==> src/sld_pkg.sv <==
`default_nettype none
package sld_pkg;

	localparam logic [7:0] SYNC_FIRST  = 8'hAA;
	localparam logic [7:0] SYNC_SECOND = 8'h55;

	localparam int unsigned LEN_W = 18;
	localparam int unsigned IDX_W = 17;

	// Largest value an 18-bit limit register can hold
	localparam int unsigned LEN_MAX = (1 << LEN_W) - 1;

	typedef struct packed {
		logic       valid;
		logic [7:0] data;
	} byte_stage_t;

	typedef struct packed {
		logic [7:0]       payload_byte;
		logic [IDX_W-1:0] byte_index;
		logic [LEN_W-1:0] frame_length;
		logic             frame_end;
		logic             bad_length;
	} res_t;

endpackage
`default_nettype wire

==> src/sld_intf.sv <==
`default_nettype none
interface sld_byte_if;
	logic       valid;
	logic       ready;
	logic [7:0] rx_byte;

	modport source (output valid, output rx_byte, input ready);
	modport sink (input valid, input rx_byte, output ready);
endinterface

interface sld_res_if;
	logic        valid;
	logic        ready;
	logic [7:0]  payload_byte;
	logic [16:0] byte_index;
	logic [17:0] frame_length;
	logic        frame_end;
	logic        bad_length;

	modport source (output valid, output payload_byte, output byte_index,
		output frame_length, output frame_end, output bad_length, input ready);
	modport sink (input valid, input payload_byte, input byte_index,
		input frame_length, input frame_end, input bad_length, output ready);
endinterface

interface sld_cfg_if;
	logic        valid;
	logic        ready;
	logic [17:0] max_frame_length;

	modport source (output valid, output max_frame_length, input ready);
	modport sink (input valid, input max_frame_length, output ready);
endinterface
`default_nettype wire

==> src/sld_in_stage.sv <==
`default_nettype none
module sld_in_stage (
	input  wire                 clk,
	input  wire                 arst_n,
	input  wire                 in_valid,
	input  wire  [7:0]          in_data,
	output logic                in_ready,
	output sld_pkg::byte_stage_t stage,
	input  wire                 stage_ready
);
	import sld_pkg::*;

	logic       valid_s1;
	logic [7:0] data_s1;
	logic       advance;
	logic       load;

	assign advance  = valid_s1 && stage_ready;
	assign in_ready = !valid_s1 || stage_ready;
	assign load     = in_valid && in_ready;

	always_ff @(posedge clk or negedge arst_n) begin
		if (!arst_n) begin
			valid_s1 <= 1'b0;
		end else if (load) begin
			valid_s1 <= 1'b1;
		end else if (advance) begin
			valid_s1 <= 1'b0;
		end
	end

	always_ff @(posedge clk) begin
		if (load) begin
			data_s1 <= in_data;
		end
	end

	assign stage.valid = valid_s1;
	assign stage.data  = data_s1;

endmodule
`default_nettype wire

==> src/sld_parse_core.sv <==
`default_nettype none
module sld_parse_core (
	input  wire                          clk,
	input  wire                          arst_n,
	input  wire  sld_pkg::byte_stage_t   stage,
	output logic                         stage_ready,
	input  wire  [sld_pkg::LEN_W-1:0]    limit,
	output logic                         res_valid,
	output sld_pkg::res_t                res,
	input  wire                          res_ready
);
	import sld_pkg::*;

	typedef enum logic [1:0] {
		PH_HUNT0 = 2'd0,
		PH_HUNT1 = 2'd1,
		PH_LEN   = 2'd2,
		PH_DATA  = 2'd3
	} phase_t;

	phase_t           phase_q, phase_n;
	logic [1:0]       cnt_q, cnt_n;
	logic [LEN_W-1:0] len_q, len_n;
	logic             hi_q, hi_n;
	logic [LEN_W-1:0] decl_q, decl_n;
	logic [IDX_W-1:0] off_q, off_n;

	logic             res_valid_s2;
	res_t             res_s2;
	logic             has_res;
	res_t             res_n;
	logic             fire;

	logic [7:0]       b;
	logic [LEN_W-1:0] next_off;
	logic             last;
	logic             is_zero;
	logic             is_bad;
	logic [LEN_W-1:0] lim_p1;

	assign stage_ready = !res_valid_s2 || res_ready;
	assign fire        = stage.valid && stage_ready;
	assign b           = stage.data;
	assign next_off    = {1'b0, off_q} + LEN_W'(1);
	assign last        = next_off >= decl_q;
	assign lim_p1      = limit + LEN_W'(1);

	always_comb begin
		phase_n = phase_q;
		cnt_n   = cnt_q;
		len_n   = len_q;
		hi_n    = hi_q;
		decl_n  = decl_q;
		off_n   = off_q;
		has_res = 1'b0;
		res_n   = '0;
		is_zero = 1'b0;
		is_bad  = 1'b0;
		case (phase_q)
			PH_HUNT0: begin
				if (b == SYNC_FIRST) begin
					phase_n = PH_HUNT1;
				end
			end
			PH_HUNT1: begin
				if (b == SYNC_SECOND) begin
					phase_n = PH_LEN;
					cnt_n   = 2'd0;
					len_n   = '0;
					hi_n    = 1'b0;
				end else if (b != SYNC_FIRST) begin
					phase_n = PH_HUNT0;
				end
			end
			PH_LEN: begin
				// Keep the low 18 bits of the length; fold the rest into a nonzero flag
				case (cnt_q)
					2'd0: len_n[7:0]   = b;
					2'd1: len_n[15:8]  = b;
					2'd2: begin
						len_n[17:16] = b[1:0];
						hi_n         = hi_q || (b[7:2] != 6'd0);
					end
					default: hi_n = hi_q || (b != 8'd0);
				endcase
				if (cnt_q != 2'd3) begin
					cnt_n = cnt_q + 2'd1;
				end else begin
					cnt_n   = 2'd0;
					is_zero = (len_n == '0) && !hi_n;
					is_bad  = is_zero || hi_n || (len_n > limit);
					if (is_bad) begin
						// A nonzero bad length always exceeds the limit, so it reports limit plus one
						has_res            = 1'b1;
						res_n.bad_length   = 1'b1;
						res_n.frame_length = is_zero ? '0 : lim_p1;
						phase_n            = PH_HUNT0;
					end else begin
						decl_n  = len_n;
						off_n   = '0;
						phase_n = PH_DATA;
					end
				end
			end
			default: begin
				has_res            = 1'b1;
				res_n.payload_byte = b;
				res_n.byte_index   = off_q;
				res_n.frame_length = decl_q;
				res_n.frame_end    = last;
				off_n              = next_off[IDX_W-1:0];
				if (last) begin
					phase_n = PH_HUNT0;
					off_n   = '0;
				end
			end
		endcase
	end

	always_ff @(posedge clk or negedge arst_n) begin
		if (!arst_n) begin
			phase_q      <= PH_HUNT0;
			cnt_q        <= 2'd0;
			len_q        <= '0;
			hi_q         <= 1'b0;
			decl_q       <= '0;
			off_q        <= '0;
			res_valid_s2 <= 1'b0;
			res_s2       <= '0;
		end else begin
			if (fire) begin
				phase_q      <= phase_n;
				cnt_q        <= cnt_n;
				len_q        <= len_n;
				hi_q         <= hi_n;
				decl_q       <= decl_n;
				off_q        <= off_n;
				res_valid_s2 <= has_res;
				if (has_res) begin
					res_s2 <= res_n;
				end
			end else if (res_ready) begin
				res_valid_s2 <= 1'b0;
			end
		end
	end

	assign res_valid = res_valid_s2;
	assign res       = res_s2;

	a_bad_clean: assert property (@(posedge clk) disable iff (!arst_n)
		res_valid_s2 && res_s2.bad_length |->
			!res_s2.frame_end && res_s2.byte_index == '0 && res_s2.payload_byte == 8'd0)
		else $error("bad-length result carries payload fields");

	a_off_in_frame: assert property (@(posedge clk) disable iff (!arst_n)
		phase_q == PH_DATA |-> {1'b0, off_q} < decl_q)
		else $error("payload offset reached declared length");

	a_end_is_last: assert property (@(posedge clk) disable iff (!arst_n)
		res_valid_s2 && res_s2.frame_end |->
			{1'b0, res_s2.byte_index} + LEN_W'(1) >= res_s2.frame_length)
		else $error("frame end before last byte");

	a_cnt_len_only: assert property (@(posedge clk) disable iff (!arst_n)
		cnt_q != 2'd0 |-> phase_q == PH_LEN)
		else $error("length count outside length phase");

endmodule
`default_nettype wire

==> src/sync_length_frame_deframer.sv <==
// Sync and length frame deframer.
// rx carries one received byte per transfer. The block hunts for the sync pair
// 0xAA 0x55, gathers a four-byte little-endian length and then passes each
// payload byte out on res with its offset, the declared length and a frame end
// mark on the last byte. A zero length, or one above the limit, gives a single
// bad-length result and the hunt restarts. Sync and length bytes give no result.
// The limit is the smaller of the cfg register (reset MAX_FRAME_BYTES) and
// MAX_FRAME_BYTES; write it only while no frame is in flight.
// Throughput is one byte per cycle while res takes results: an input register
// feeds the parser, whose decode is a single pass into the result register.
// A byte goes through the input register, then the result register, to res.
// Reset empties both registers and returns the parser to the hunt.
// When res stalls the result register holds and the parser stops; once the input
// register is full rx.ready falls in the same cycle as res.ready; nothing is lost.
`default_nettype none
module sync_length_frame_deframer #(
	parameter int unsigned MAX_FRAME_BYTES = 131072
) (
	input  wire     clk,
	input  wire     arst_n,
	sld_byte_if.sink  rx,
	sld_res_if.source res,
	sld_cfg_if.sink   cfg
);
	import sld_pkg::*;

	localparam int unsigned         CAP     = (MAX_FRAME_BYTES > LEN_MAX) ? LEN_MAX
		: MAX_FRAME_BYTES;
	localparam logic [LEN_W-1:0]    CAP_L   = LEN_W'(CAP);
	localparam logic [LEN_W-1:0]    RST_LIM = LEN_W'(MAX_FRAME_BYTES);

	logic [LEN_W-1:0] max_len_q;
	logic [LEN_W-1:0] limit;
	byte_stage_t      stage;
	logic             stage_ready;
	logic             res_valid;
	res_t             res_data;

	assign cfg.ready = 1'b1;

	always_ff @(posedge clk or negedge arst_n) begin
		if (!arst_n) begin
			max_len_q <= RST_LIM;
		end else if (cfg.valid) begin
			max_len_q <= cfg.max_frame_length;
		end
	end

	assign limit = (max_len_q > CAP_L) ? CAP_L : max_len_q;

	sld_in_stage u_in (
		.clk         (clk),
		.arst_n      (arst_n),
		.in_valid    (rx.valid),
		.in_data     (rx.rx_byte),
		.in_ready    (rx.ready),
		.stage       (stage),
		.stage_ready (stage_ready)
	);

	sld_parse_core u_core (
		.clk         (clk),
		.arst_n      (arst_n),
		.stage       (stage),
		.stage_ready (stage_ready),
		.limit       (limit),
		.res_valid   (res_valid),
		.res         (res_data),
		.res_ready   (res.ready)
	);

	assign res.valid        = res_valid;
	assign res.payload_byte = res_data.payload_byte;
	assign res.byte_index   = res_data.byte_index;
	assign res.frame_length = res_data.frame_length;
	assign res.frame_end    = res_data.frame_end;
	assign res.bad_length   = res_data.bad_length;

endmodule
`default_nettype wire

==> src/flat_wrapper.sv <==
// flat-port wrapper written by rule: the top's interface ports become plain ports
module sync_length_frame_deframer_flat import sld_pkg::*;
#(
	parameter int unsigned MAX_FRAME_BYTES = 131072
)
  (clk, arst_n, rx_valid, rx_rx_byte, rx_ready, res_valid, res_payload_byte, res_byte_index, res_frame_length, res_frame_end, res_bad_length, res_ready, cfg_valid, cfg_max_frame_length, cfg_ready);
  sld_byte_if rx_i ();
  sld_res_if res_i ();
  sld_cfg_if cfg_i ();
  input  wire clk;
  input  wire arst_n;
  input wire logic [$bits(rx_i.valid)-1:0] rx_valid;
  input wire logic [$bits(rx_i.rx_byte)-1:0] rx_rx_byte;
  output wire logic [$bits(rx_i.ready)-1:0] rx_ready;
  output wire logic [$bits(res_i.valid)-1:0] res_valid;
  output wire logic [$bits(res_i.payload_byte)-1:0] res_payload_byte;
  output wire logic [$bits(res_i.byte_index)-1:0] res_byte_index;
  output wire logic [$bits(res_i.frame_length)-1:0] res_frame_length;
  output wire logic [$bits(res_i.frame_end)-1:0] res_frame_end;
  output wire logic [$bits(res_i.bad_length)-1:0] res_bad_length;
  input wire logic [$bits(res_i.ready)-1:0] res_ready;
  input wire logic [$bits(cfg_i.valid)-1:0] cfg_valid;
  input wire logic [$bits(cfg_i.max_frame_length)-1:0] cfg_max_frame_length;
  output wire logic [$bits(cfg_i.ready)-1:0] cfg_ready;
  assign rx_i.valid = rx_valid;
  assign rx_i.rx_byte = rx_rx_byte;
  assign rx_ready = rx_i.ready;
  assign res_valid = res_i.valid;
  assign res_payload_byte = res_i.payload_byte;
  assign res_byte_index = res_i.byte_index;
  assign res_frame_length = res_i.frame_length;
  assign res_frame_end = res_i.frame_end;
  assign res_bad_length = res_i.bad_length;
  assign res_i.ready = res_ready;
  assign cfg_i.valid = cfg_valid;
  assign cfg_i.max_frame_length = cfg_max_frame_length;
  assign cfg_ready = cfg_i.ready;
  sync_length_frame_deframer #(.MAX_FRAME_BYTES(MAX_FRAME_BYTES)) u_core (.clk(clk), .arst_n(arst_n), .rx(rx_i), .res(res_i), .cfg(cfg_i));
endmodule
==> config.mk <==
export PLATFORM = sky130hd
export DESIGN_NAME = sync_length_frame_deframer_flat
export DESIGN_NICKNAME = d
export VERILOG_FILES = /design/src/sld_pkg.sv /design/src/sld_intf.sv /design/src/sld_in_stage.sv /design/src/sld_parse_core.sv /design/src/sync_length_frame_deframer.sv /design/src/flat_wrapper.sv
export SDC_FILE = /design/constraint.sdc
export NUM_CORES = 1
export LEC_CHECK = 0
export BUFFER_PORTS_ARGS = -buffer_cell sky130_fd_sc_hd__buf_2
export CORE_ASPECT_RATIO = 0.5
export CORE_UTILIZATION = 59
export CTS_CLUSTER_DIAMETER = 150
export DETAILED_ROUTE_END_ITERATION = 7
export GPL_TIMING_DRIVEN = 0
export PLACE_DENSITY = 0.8
export REMOVE_ABC_BUFFERS = 1
export SKIP_LAST_GASP = 1
export SYNTH_ARGS = -nofsm -noshare
export SYNTH_HDL_FRONTEND = slang
export SYNTH_SLANG_ARGS = --single-unit
==> constraint.sdc <==
create_clock -name clk -period 5.5 [get_ports clk]
set_clock_uncertainty 0.15 [all_clocks]
set_input_delay 0.55 -clock clk [delete_from_list [all_inputs] [get_ports clk]]
set_output_delay 0.55 -clock clk [all_outputs]
set_load 0.05 [all_outputs]
==> results of run 1 <==
-- cell usage in the layout, fill, tap and decap left out, types with 3 or more instances in the layout --
master,instances
and2_1,4
a31oi_2,5
mux2i_1,13
dfrtp_1,122
nand3_1,16
and3_1,10
ha_1,42
clkbuf_16,18
a22o_1,37
nand3b_1,14
mux2_2,25
nand2b_1,8
clkbuf_1,4
a21o_1,4
nand4_1,13
nor2_1,27
edfxtp_1,8
nand2_1,88
o21ai_1,14
a21oi_1,19
buf_6,4
nor2b_1,4
clkinv_2,3
nor3_1,33
o211ai_1,4
a31oi_1,39
o21ai_0,31
inv_1,33
nor4_1,12
xor2_1,17
xnor2_1,13
buf_2,76
-- repair_timing --
item	in CTS	in global routing
hold endpoints to repair	55	0
gates resized for setup	0	0
hold buffers	1	0
-- layer usage --
| metal | global-route usage (%) | vias up |
|---|---|---|
| li1 | - | 2782 |
| met1 | 41.4 | 2930 |
| met2 | 46.7 | 242 |
| met3 | 6.56 | 35 |
| met4 | 11.8 | 0 |
| met5 | 0 | - |
-- synthesized netlist by cell type (all sizes together), types with 14 or more instances --
cell type / n / area, um^2
inv: 33 / 124
a21oi: 19 / 95.1
clkbuf: 27 / 101
nor4: 14 / 109
nand2: 88 / 330
o21ai: 46 / 241
a22o: 37 / 324
nor2: 28 / 108
ha: 42 / 526
mux2: 27 / 312
buf: 16 / 125
nand3: 16 / 80.1
nor3: 33 / 165
nand3b: 14 / 105
a31oi: 46 / 349
xor2: 17 / 149
dfrtp: 122 / 3050
-- critical path, cell delays in order (launching register included) --
cell and delay [ps]:
dfrtp_1 480, ha_1 300, nand3_1 220, nor4_1 680
and3_1 330, and3_1 250, and3_1 190, xnor2_1 140
inv_1 70, ha_1 200, a2111oi_0 390, nand3_1 160
o22ai_2 700, buf_6 260, nand3b_1 100, a31oi_1 180
-- per-stage QoR --
stage | hold slack, ps | area (um^2) | TNS (ps)
6_report | 156 | 8380 | 0
5_1_grt | 148 | 8380 | 0
4_1_cts | 149 | 8380 | 0
3_5_place_dp | 310 | 7780 | 0
3_3_place_gp | 308 | 7680 | -4220
2_1_floorplan | 104 | 7080 | 0
-- power groups by stage --
stage	clock (mW)	sequential, mW	combinational [mW]
2_1_floorplan	0	1.86	1.15
3_3_place_gp	0	1.49	2.03
3_5_place_dp	0	1.50	2.11
4_1_cts	1.15	1.49	2.13
5_1_grt	1.19	1.53	2.34
6_report	1.14	1.50	2.15
-- worst paths after layout --
check,cells after the start,to,slack (ps),startpoint
setup / recovery,15,u_core.u_core.off_q[7],620,u_core.u_core.off_q[0]
hold / removal,1,u_core.u_in.data_s1[0],160,rx_rx_byte[0]
setup reg to reg,15,u_core.u_core.off_q[7],620,u_core.u_core.off_q[0]
hold reg to reg,1,u_core.u_core.res[0],330,u_core.u_core.res[0]
max in group asynchronous,3,u_core.u_core.res[16],3970,arst_n
min in group asynchronous,2,u_core.u_core.res[37],520,arst_n
-- layout make-up --
cell class              instances  area [um^2]  share of cell area, %
flip-flops and latches        131         3320                   39.6
clock buffers                  24          493                   5.88
inverters                      33          124                   1.48
clock inverters                 8         98.8                   1.18
well taps                     165          206                   2.46
multi-input cells             524         3660                   43.6
repair buffers                 83          483                   5.76
-- logic make-up (layout without fill, tap and decap cells) --
logic type | Yosys count | in the layout
simple gates | 236 | 236
mux | 40 | 40
other cells | 1 | 1
compound gates | 175 | 175
xor+xnor | 30 | 30
flops | 131 | 131
fa+ha+maj | 42 | 42
buf+inv | 76 | 148
-- sequential cells by signal, summed over array words and instances (netlist names) --
name / cells
u_core.u_in.valid_s1: 1
u_core.max_len_q: 18
u_core.u_core.cnt_q: 2
u_core.u_core.off_q: 17
u_core.u_core.res: 45
u_core.u_core.phase_q: 2
u_core.u_core.hi_q: 1
u_core.u_in.data_s1: 8
u_core.u_core.res_valid: 1
u_core.u_core.decl_q: 18
u_core.u_core.len_q: 18
==> summary.txt, run 1 <==
met3 WL: 1.34 mm
Post-Route WL: 18.1 mm
mean post-synth cell area: 10.0 um^2
Tightest Pin Transition: 1280 ps
Top Layer Used: met4
final count of negative-setup-slack endpoints: 0
P_leak: 3.98 nW
Seq/Total Area, Yosys: 45.4%
Tcrit/Tclk final: 88.7%
Cell Count, Final, Fillers Out: 968
clock share of power: 23.9%
initial antenna violation count: 0
ANT cells: 0
DRC violations left: 0
fraction of the mapped netlist area in adder cells: 7.19%
largest family of logic cells by synthesized area: compound AO/OA/AOI/OAI gates
total gr overflow: 0
Netlist cell types: 55
Worst-path clk slew: 60 ps
Worst Path Required: 5690 ps
Pre-Repair DR Iteration Count: 7
final net count: 863
met1 WL: 8.53 mm
Via Count: 5989
met2 wire len: 7.91 mm
Netlist Area Pre-Place: 7310 um^2
vias per cell: 6.19
DRT antenna net count: 0
global-route wire length before repair: 29.5 mm
Area Overhead vs Synth: 14.7%
RSZ-0062 raised after global routing: no
H-tree depth: 4
Yosys reg bits: 131
sequential share of power: 31.3%
clk_lat worst skew: 420 ps
fraction of layout instances using a drive strength above 1: 19.2%
Core Util, Final: 70.2%
DR iter-0 viols: 521
maximum clock path buffer count: 2
# port buffers: 77
Power, Total: 4.79 mW
Setup WS pre-CTS: 692 ps
complex-gate fraction of the synthesized area: 16.8%
WL/cell: 18.7 um
FILL cells: 911
post-synthesis mux area share: 6.04%
number of synthesized flops with an enable pin: 8
Worst EP arrival: 5070 ps
Slew Limit Fails: 0
Post-CTS Setup Inserts: 0
Hold Crit Class: in2reg
Max-Cap Viols: 0
PwrDens: 572 nW/um^2
# rows: 28
critical path class: reg2reg
Detail Placement HPWL: 12.7 mm
VDD IR max: 0.319 mV
Hold Fails Final Rpt: 0
Die Span X: 159 um
clock root cell: clkbuf_16
Synth Warn #: 0
Gate power share: 44.8%
switching portion of total power: 44.4%
Post-Syn Instances: 731
Int Pwr: 2.67 mW
IO Pins: 79
CTS tree: yes
Chip Height: 80.7 um
Main synth FF type: dfrtp_1
initial core utilization: 61.2%
Cells after DPL: 935
Synth Area in Simple Gates: 16.1%
vias in the first global route: 5735
CP endpoint kind: flip-flop
gr usage total: 30.0%
fmax: 205 MHz
full die area: 12900 um^2
Num CTS Buffers: 17
worst-path fanout max: 22
clk sinks: 131
Tmin final: 4880 ps
Sw Pwr: 2.13 mW
post-route setup slack: 622 ps
asr flop ratio synth: 93.9%
status: completed
Placeable Area: 11900 um^2
gpl congestion: 0.925
largest net degree at the start of global routing: 68
XOR/XNOR Fraction of Synth Area: 3.59%
CP startpoint kind: flip-flop
Relative slew margins: 14.8%
Note: power is estimated with default switching activity, not from simulation.
==> run 2, diff against run 1 <==
Settings changed: CELL_PAD_IN_SITES_DETAIL_PLACEMENT set to 0, CELL_PAD_IN_SITES_GLOBAL_PLACEMENT set to 2, CORE_MARGIN set to 2, CORE_UTILIZATION 59 to 38, PLACE_DENSITY 0.8 to unset, PLACE_DENSITY_LB_ADDON set to 0.1.
==> summary.txt, run 2 (synthesis gave the netlist of run 1 again) <==
VDD IR max: 0.262 mV (was 0.319 mV)
gr usage total: 21.2% (was 30.0%)
Detail Placement HPWL: 14.9 mm (was 12.7 mm)
worst-path fanout max: 27 (was 22)
H-tree depth: 4 (unchanged)
commonest cells after routing, fill and taps aside: 122 x dfrtp_1, 88 x nand2_1, 76 x buf_2 (unchanged)
Sw Pwr: 2.19 mW (was 2.13 mW)
P_leak: 4.00 nW (was 3.98 nW)
RSZ-0062 raised after global routing: no (unchanged)
clock root cell: clkbuf_16 (unchanged)
fmax: 212 MHz (was 205 MHz)
final net count: 863 (unchanged)
maximum clock path buffer count: 2 (unchanged)
post_cts resized: 0 (unchanged)
Max-Cap Viols: 0 (unchanged)
IO Pins: 79 (unchanged)
Relative slew margins: 22.6% (was 14.8%)
CP endpoint kind: flip-flop (unchanged)
Worst Path Required: 5700 ps (was 5690 ps)
Worst path max stage delay: 930 ps (was 700 ps)
# rows: 35 (was 28)
Slew Limit Fails: 0 (unchanged)
Hold Fails Final Rpt: 0 (unchanged)
Power, Total: 4.86 mW (was 4.79 mW)
Worst-path clk slew: 70 ps (was 60 ps)
vias per cell: 5.38 (was 6.19)
Pre-Repair DR Iteration Count: 6 (was 7)
hold_buf cts: 1 (unchanged)
CTS tree: yes (unchanged)
full die area: 20400 um^2 (was 12900 um^2)
CP max stage cell: nor2_2 (was o22ai_2)
FILL cells: 1816 (was 911)
commonest non-fill, non-tap cell in the layout: dfrtp_1 (unchanged)
Gate power share: 44.4% (was 44.8%)
status: completed (unchanged)
fraction of layout instances using a drive strength above 1: 19.8% (was 19.2%)
post-route setup slack: 786 ps (was 622 ps)
Area Overhead vs Synth: 16.7% (was 14.7%)
critical path class: reg2reg (unchanged)
CP startpoint kind: flip-flop (unchanged)
Hold Crit Class: in2reg (unchanged)
Placeable Area: 18600 um^2 (was 11900 um^2)
Num CTS Buffers: 17 (unchanged)
DR iter-0 viols: 362 (was 521)
gpl congestion: 0.814 (was 0.925)
clk_lat worst skew: 420 ps (about the same)
Post-CTS Setup Inserts: 0 (unchanged)
total gr overflow: 0 (unchanged)
ANT cells: 0 (unchanged)
DRC violations left: 0 (unchanged)
Tmin final: 4710 ps (was 4880 ps)
Die Span X: 200 um (was 159 um)
Tightest Pin Transition: 1160 ps (was 1280 ps)
CP Cell Sequence: inv_1, ha_1, mux2i_1, inv_1, ha_1, nand4_1, o21bai_1, a21oi_1, o311a_1, o311a_2, nor2_2, a22o_1 (was ha_1, nand3_1, nor4_1, and3_1, and3_1, and3_1, xnor2_1, inv_1, ha_1, a2111oi_0, nand3_1, o22ai_2, buf_6, nand3b_1, a31oi_1)
initial core utilization: 39.3% (was 61.2%)
DRT antenna net count: 0 (unchanged)
Tcrit/Tclk final: 85.7% (was 88.7%)
clk sinks: 131 (unchanged)
Worst EP arrival: 4920 ps (was 5070 ps)
switching portion of total power: 45.1% (was 44.4%)
Int Pwr: 2.67 mW (about the same)
max FFs per register: 45 (unchanged)
clock share of power: 24.8% (was 23.9%)
final count of negative-setup-slack endpoints: 0 (unchanged)
Via Count: 5715 (was 5989)
Post-Route WL: 20.4 mm (was 18.1 mm)
# port buffers: 77 (unchanged)
Chip Height: 102 um (was 80.7 um)
Setup WS pre-CTS: 693 ps (was 692 ps)
WL/cell: 19.2 um (was 18.7 um)
PwrDens: 570 nW/um^2 (was 572 nW/um^2)
sequential share of power: 30.8% (was 31.3%)
global-route wire length before repair: 32.6 mm (was 29.5 mm)
initial antenna violation count: 0 (unchanged)
largest net degree at the start of global routing: 91 (was 68)
vias in the first global route: 5607 (was 5735)
run 2: cell types whose count changed in the layout (fill, tap and decap cells not counted), sizes merged:
cell,change
clkbuf,-7
clkinv,-2
inv,+8
bufinv,+1
run 2: through the flow:
step | hold slack (ps) | utilization, % | TNS (ps) | area, um^2 | instances
finish | 152 | 45.8 | 0 | 8530 | 1062
global route | 133 | 45.8 | 0 | 8530 | 1062
CTS | 132 | 45.8 | 0 | 8530 | 1062
detailed placement | 310 | 42.5 | 0 | 7910 | 1029
global placement | 306 | 41.9 | -7810 | 7790 | 1024
floorplan | 104 | - | 0 | 7080 | 688
run 2: critical path: cells and delay by family, from the launching register on:
kind / cells / cell delay [ps]
flops: 1 / 430
fa+ha+maj: 2 / 870
mux: 1 / 370
compound gates: 5 / 1450
buf+inv: 2 / 300
simple gates: 2 / 1050
run 2: final cells by class:
| type | instances | area (um^2) | share of cell area (%) |
|---|---|---|---|
| Clock buffer | 17 | 425 | 4.99 |
| Clock inverter | 15 | 191 | 2.24 |
| Inverter | 33 | 124 | 1.45 |
| Multi-Input combinational cell | 524 | 3660 | 42.9 |
| Sequential cell | 131 | 3320 | 38.9 |
| Tap cell | 259 | 324 | 3.80 |
| Timing Repair Buffer | 83 | 487 | 5.70 |
run 2: metal layers:
metal,GRT usage [%],routed length (um),vias up
li1,-,-,2775
met1,32.5,11100,2785
met2,30.6,8170,140
met3,4.27,1030,15
met4,4.48,162,0
met5,0,0,-
run 2: worst paths after layout:
check / start / to / slack [ps] / cells past startpoint
min in group asynchronous: arst_n / u_core.u_core.len_q[8] / 440 / 2
max in group asynchronous: arst_n / u_core.u_core.off_q[16] / 3990 / 3
max: u_core.u_core.cnt_q[0] / u_core.u_core.res[32] / 790 / 12
min: rx_rx_byte[2] / u_core.u_in.data_s1[2] / 150 / 1
min reg2reg: u_core.u_core.res[0] / u_core.u_core.res[0] / 320 / 1
max reg2reg: u_core.u_core.cnt_q[0] / u_core.u_core.res[32] / 790 / 12
run 2: power by group through the flow:
stage	Sequential [mW]	Clock, mW	Combinational, mW
after CTS	1.50	1.23	2.18
after floorplan	1.86	0	1.15
final	1.50	1.21	2.16
after global routing	1.54	1.27	2.38
after detailed placement	1.51	0	2.17
after global placement	1.51	0	2.12
==> run 3, diff against run 2 <==
Settings changed: CELL_PAD_IN_SITES_DETAIL_PLACEMENT 0 to 1, CELL_PAD_IN_SITES_GLOBAL_PLACEMENT 2 to 1, CORE_UTILIZATION 38 to 46.
==> summary.txt, run 3 (synthesis gave the netlist of run 1 again) <==
Tmin final: 4980 ps (was 4710 ps)
Num CTS Buffers: 17 (unchanged)
largest net degree at the start of global routing: 86 (was 91)
Core Util, Final: 54.3% (was 45.8%)
Relative slew margins: 18.6% (was 22.6%)
initial core utilization: 47.3% (was 39.3%)
Tightest Pin Transition: 1220 ps (was 1160 ps)
Area Overhead vs Synth: 14.8% (was 16.7%)
setup_tns: 0 ps (unchanged)
vias per cell: 5.98 (was 5.38)
Worst path max stage delay: 700 ps (was 930 ps)
Pre-Repair DR Iteration Count: 5 (was 6)
clock root cell: clkbuf_16 (unchanged)
Via Count: 6018 (was 5715)
Post-CTS Setup Inserts: 0 (unchanged)
Hold Fails Final Rpt: 0 (unchanged)
met3 usage: 6.97% (was 4.27%)
# port buffers: 77 (unchanged)
P_leak: 3.96 nW (was 4.00 nW)
gr usage total: 26.8% (was 21.2%)
Placeable Area: 15500 um^2 (was 18600 um^2)
CTS tree: yes (unchanged)
total gr overflow: 0 (unchanged)
vias in the first global route: 6069 (was 5607)
VDD IR max: 0.281 mV (was 0.262 mV)
FF-to-FF path depth: 13 (was 12)
fmax: 201 MHz (was 212 MHz)
met2 Use GR: 38.6% (was 30.6%)
IO Pins: 79 (unchanged)
Worst EP arrival: 5180 ps (was 4920 ps)
RSZ-0062 raised after global routing: no (unchanged)
clk_lat worst skew: 430 ps (was 420 ps)
final count of negative-setup-slack endpoints: 0 (unchanged)
DRC violations left: 0 (unchanged)
gr busiest metal: met1 (unchanged)
Setup WS pre-CTS: 609 ps (was 693 ps)
Worst-path clk slew: 60 ps (was 70 ps)
max FFs per register: 45 (unchanged)
# rows: 32 (was 35)
Multi-input gate area: 3660 um^2 (about the same)
Slew Limit Fails: 0 (unchanged)
hold_buf cts: 1 (unchanged)
PwrDens: 572 nW/um^2 (was 570 nW/um^2)
Chip Height: 93.1 um (was 102 um)
gpl congestion: 0.884 (was 0.814)
Hold WS: 142 ps (was 152 ps)
post_cts resized: 0 (unchanged)
Reg-to-Reg Start: u_core.u_core.off_q[0] (was u_core.u_core.cnt_q[0])
CP startpoint kind: flip-flop (unchanged)
worst-path fanout max: 18 (was 27)
Power, Total: 4.80 mW (was 4.86 mW)
clk sinks: 131 (unchanged)
Top delay family on crit path: simple AND/OR/NAND/NOR gates (was compound AO/OA/AOI/OAI gates)
CP endpoint kind: flip-flop (unchanged)
Hold Crit Class: in2reg (unchanged)
initial antenna violation count: 0 (unchanged)
critical path class: reg2reg (unchanged)
commonest cells after routing, fill and taps aside: 122 x dfrtp_1, 88 x nand2_1, 76 x buf_2 (unchanged)
post-route setup slack: 524 ps (was 786 ps)
Post-Route WL: 21.3 mm (was 20.4 mm)
final net count: 862 (was 863)
CP Cell Sequence: nand3_1, nor4_1, and3_1, and3_1, and3_1, xor2_1, ha_1, a2111oi_0, nand3_1, o22ai_2, buf_8, nand3b_1, a31oi_4 (was inv_1, ha_1, mux2i_1, inv_1, ha_1, nand4_1, o21bai_1, a21oi_1, o311a_1, o311a_2, nor2_2, a22o_1)
r2r setup slk: 520 ps (was 790 ps)
Worst Path Required: 5700 ps (about the same)
met1 global-route usage: 40.1% (was 32.5%)
Buf/Inv on CP: 1 (was 2)
DR iter-0 viols: 375 (was 362)
Worst Hold Path EP: u_core.u_in.data_s1[4] (was u_core.u_in.data_s1[2])
ANT cells: 0 (unchanged)
Sequential cell area: 3320 um^2 (unchanged)
full die area: 17000 um^2 (was 20400 um^2)
fraction of layout instances using a drive strength above 1: 19.6% (was 19.8%)
FILL cells: 1738 (was 1816)
commonest non-fill, non-tap cell in the layout: dfrtp_1 (unchanged)
global-route wire length before repair: 34.6 mm (was 32.6 mm)
hold path cells: 1 (unchanged)
crit-path most repeated cell: and3_1
WL/cell: 21.1 um (was 19.2 um)
Detail Placement HPWL: 14.7 mm (was 14.9 mm)
status: completed (unchanged)
maximum clock path buffer count: 2 (unchanged)
CP max stage cell: o22ai_2 (was nor2_2)
terminus of the critical flop-to-flop path: u_core.u_core.off_q[9] (was u_core.u_core.res[32])
Die Span X: 182 um (was 200 um)
DRT antenna net count: 0 (unchanged)
H-tree depth: 4 (unchanged)
Max-Cap Viols: 0 (unchanged)
Tcrit/Tclk final: 90.5% (was 85.7%)
min-delay src: rx_rx_byte[4] (was rx_rx_byte[2])
## run 3: area by class of cell
| class | count | share of cell area (%) |
|---|---|---|
| repair buffers | 82 | 5.56 |
| inverters | 33 | 1.48 |
| flip-flops and latches | 131 | 39.6 |
| well taps | 204 | 3.04 |
| clock inverters | 14 | 1.55 |
| clock buffers | 18 | 5.12 |
| multi-input cells | 524 | 43.7 |
## run 3: per-layer routing
layer	wire, um	vias up
li1	-	2783
met1	11000	3067
met2	8960	150
met3	1120	18
met4	181	0
met5	0	-
## run 3: how the worst max path moves through the flow
stage                                 from                 endpoint  slack (ps)  cells after the start
CTS                 u_core.u_core.off_q[0]   u_core.u_core.off_q[9]         480                     13
detailed placement  u_core.u_core.off_q[0]   u_core.u_core.off_q[9]         610                     15
floorplan           u_core.u_core.off_q[0]  u_core.u_core.off_q[10]         840                     14
global placement    u_core.u_core.off_q[0]  u_core.u_core.off_q[16]        -500                     14
finish              u_core.u_core.off_q[0]   u_core.u_core.off_q[9]         520                     13
global route        u_core.u_core.off_q[0]   u_core.u_core.off_q[9]          40                     13
## run 3: metrics by stage
stage / area [um^2] / cells
floorplan: 7080 / 688
global placement: 7720 / 969
detailed placement: 7820 / 973
CTS: 8390 / 1006
global route: 8390 / 1006
finish: 8390 / 1006
## run 3: where the power goes
group | total, mW | internal, mW | switching [mW]
clock network | 1.10 | 0.627 | 0.470
registers | 1.51 | 1.27 | 0.246
logic | 2.19 | 0.672 | 1.52
total | 4.80 | 2.57 | 2.23
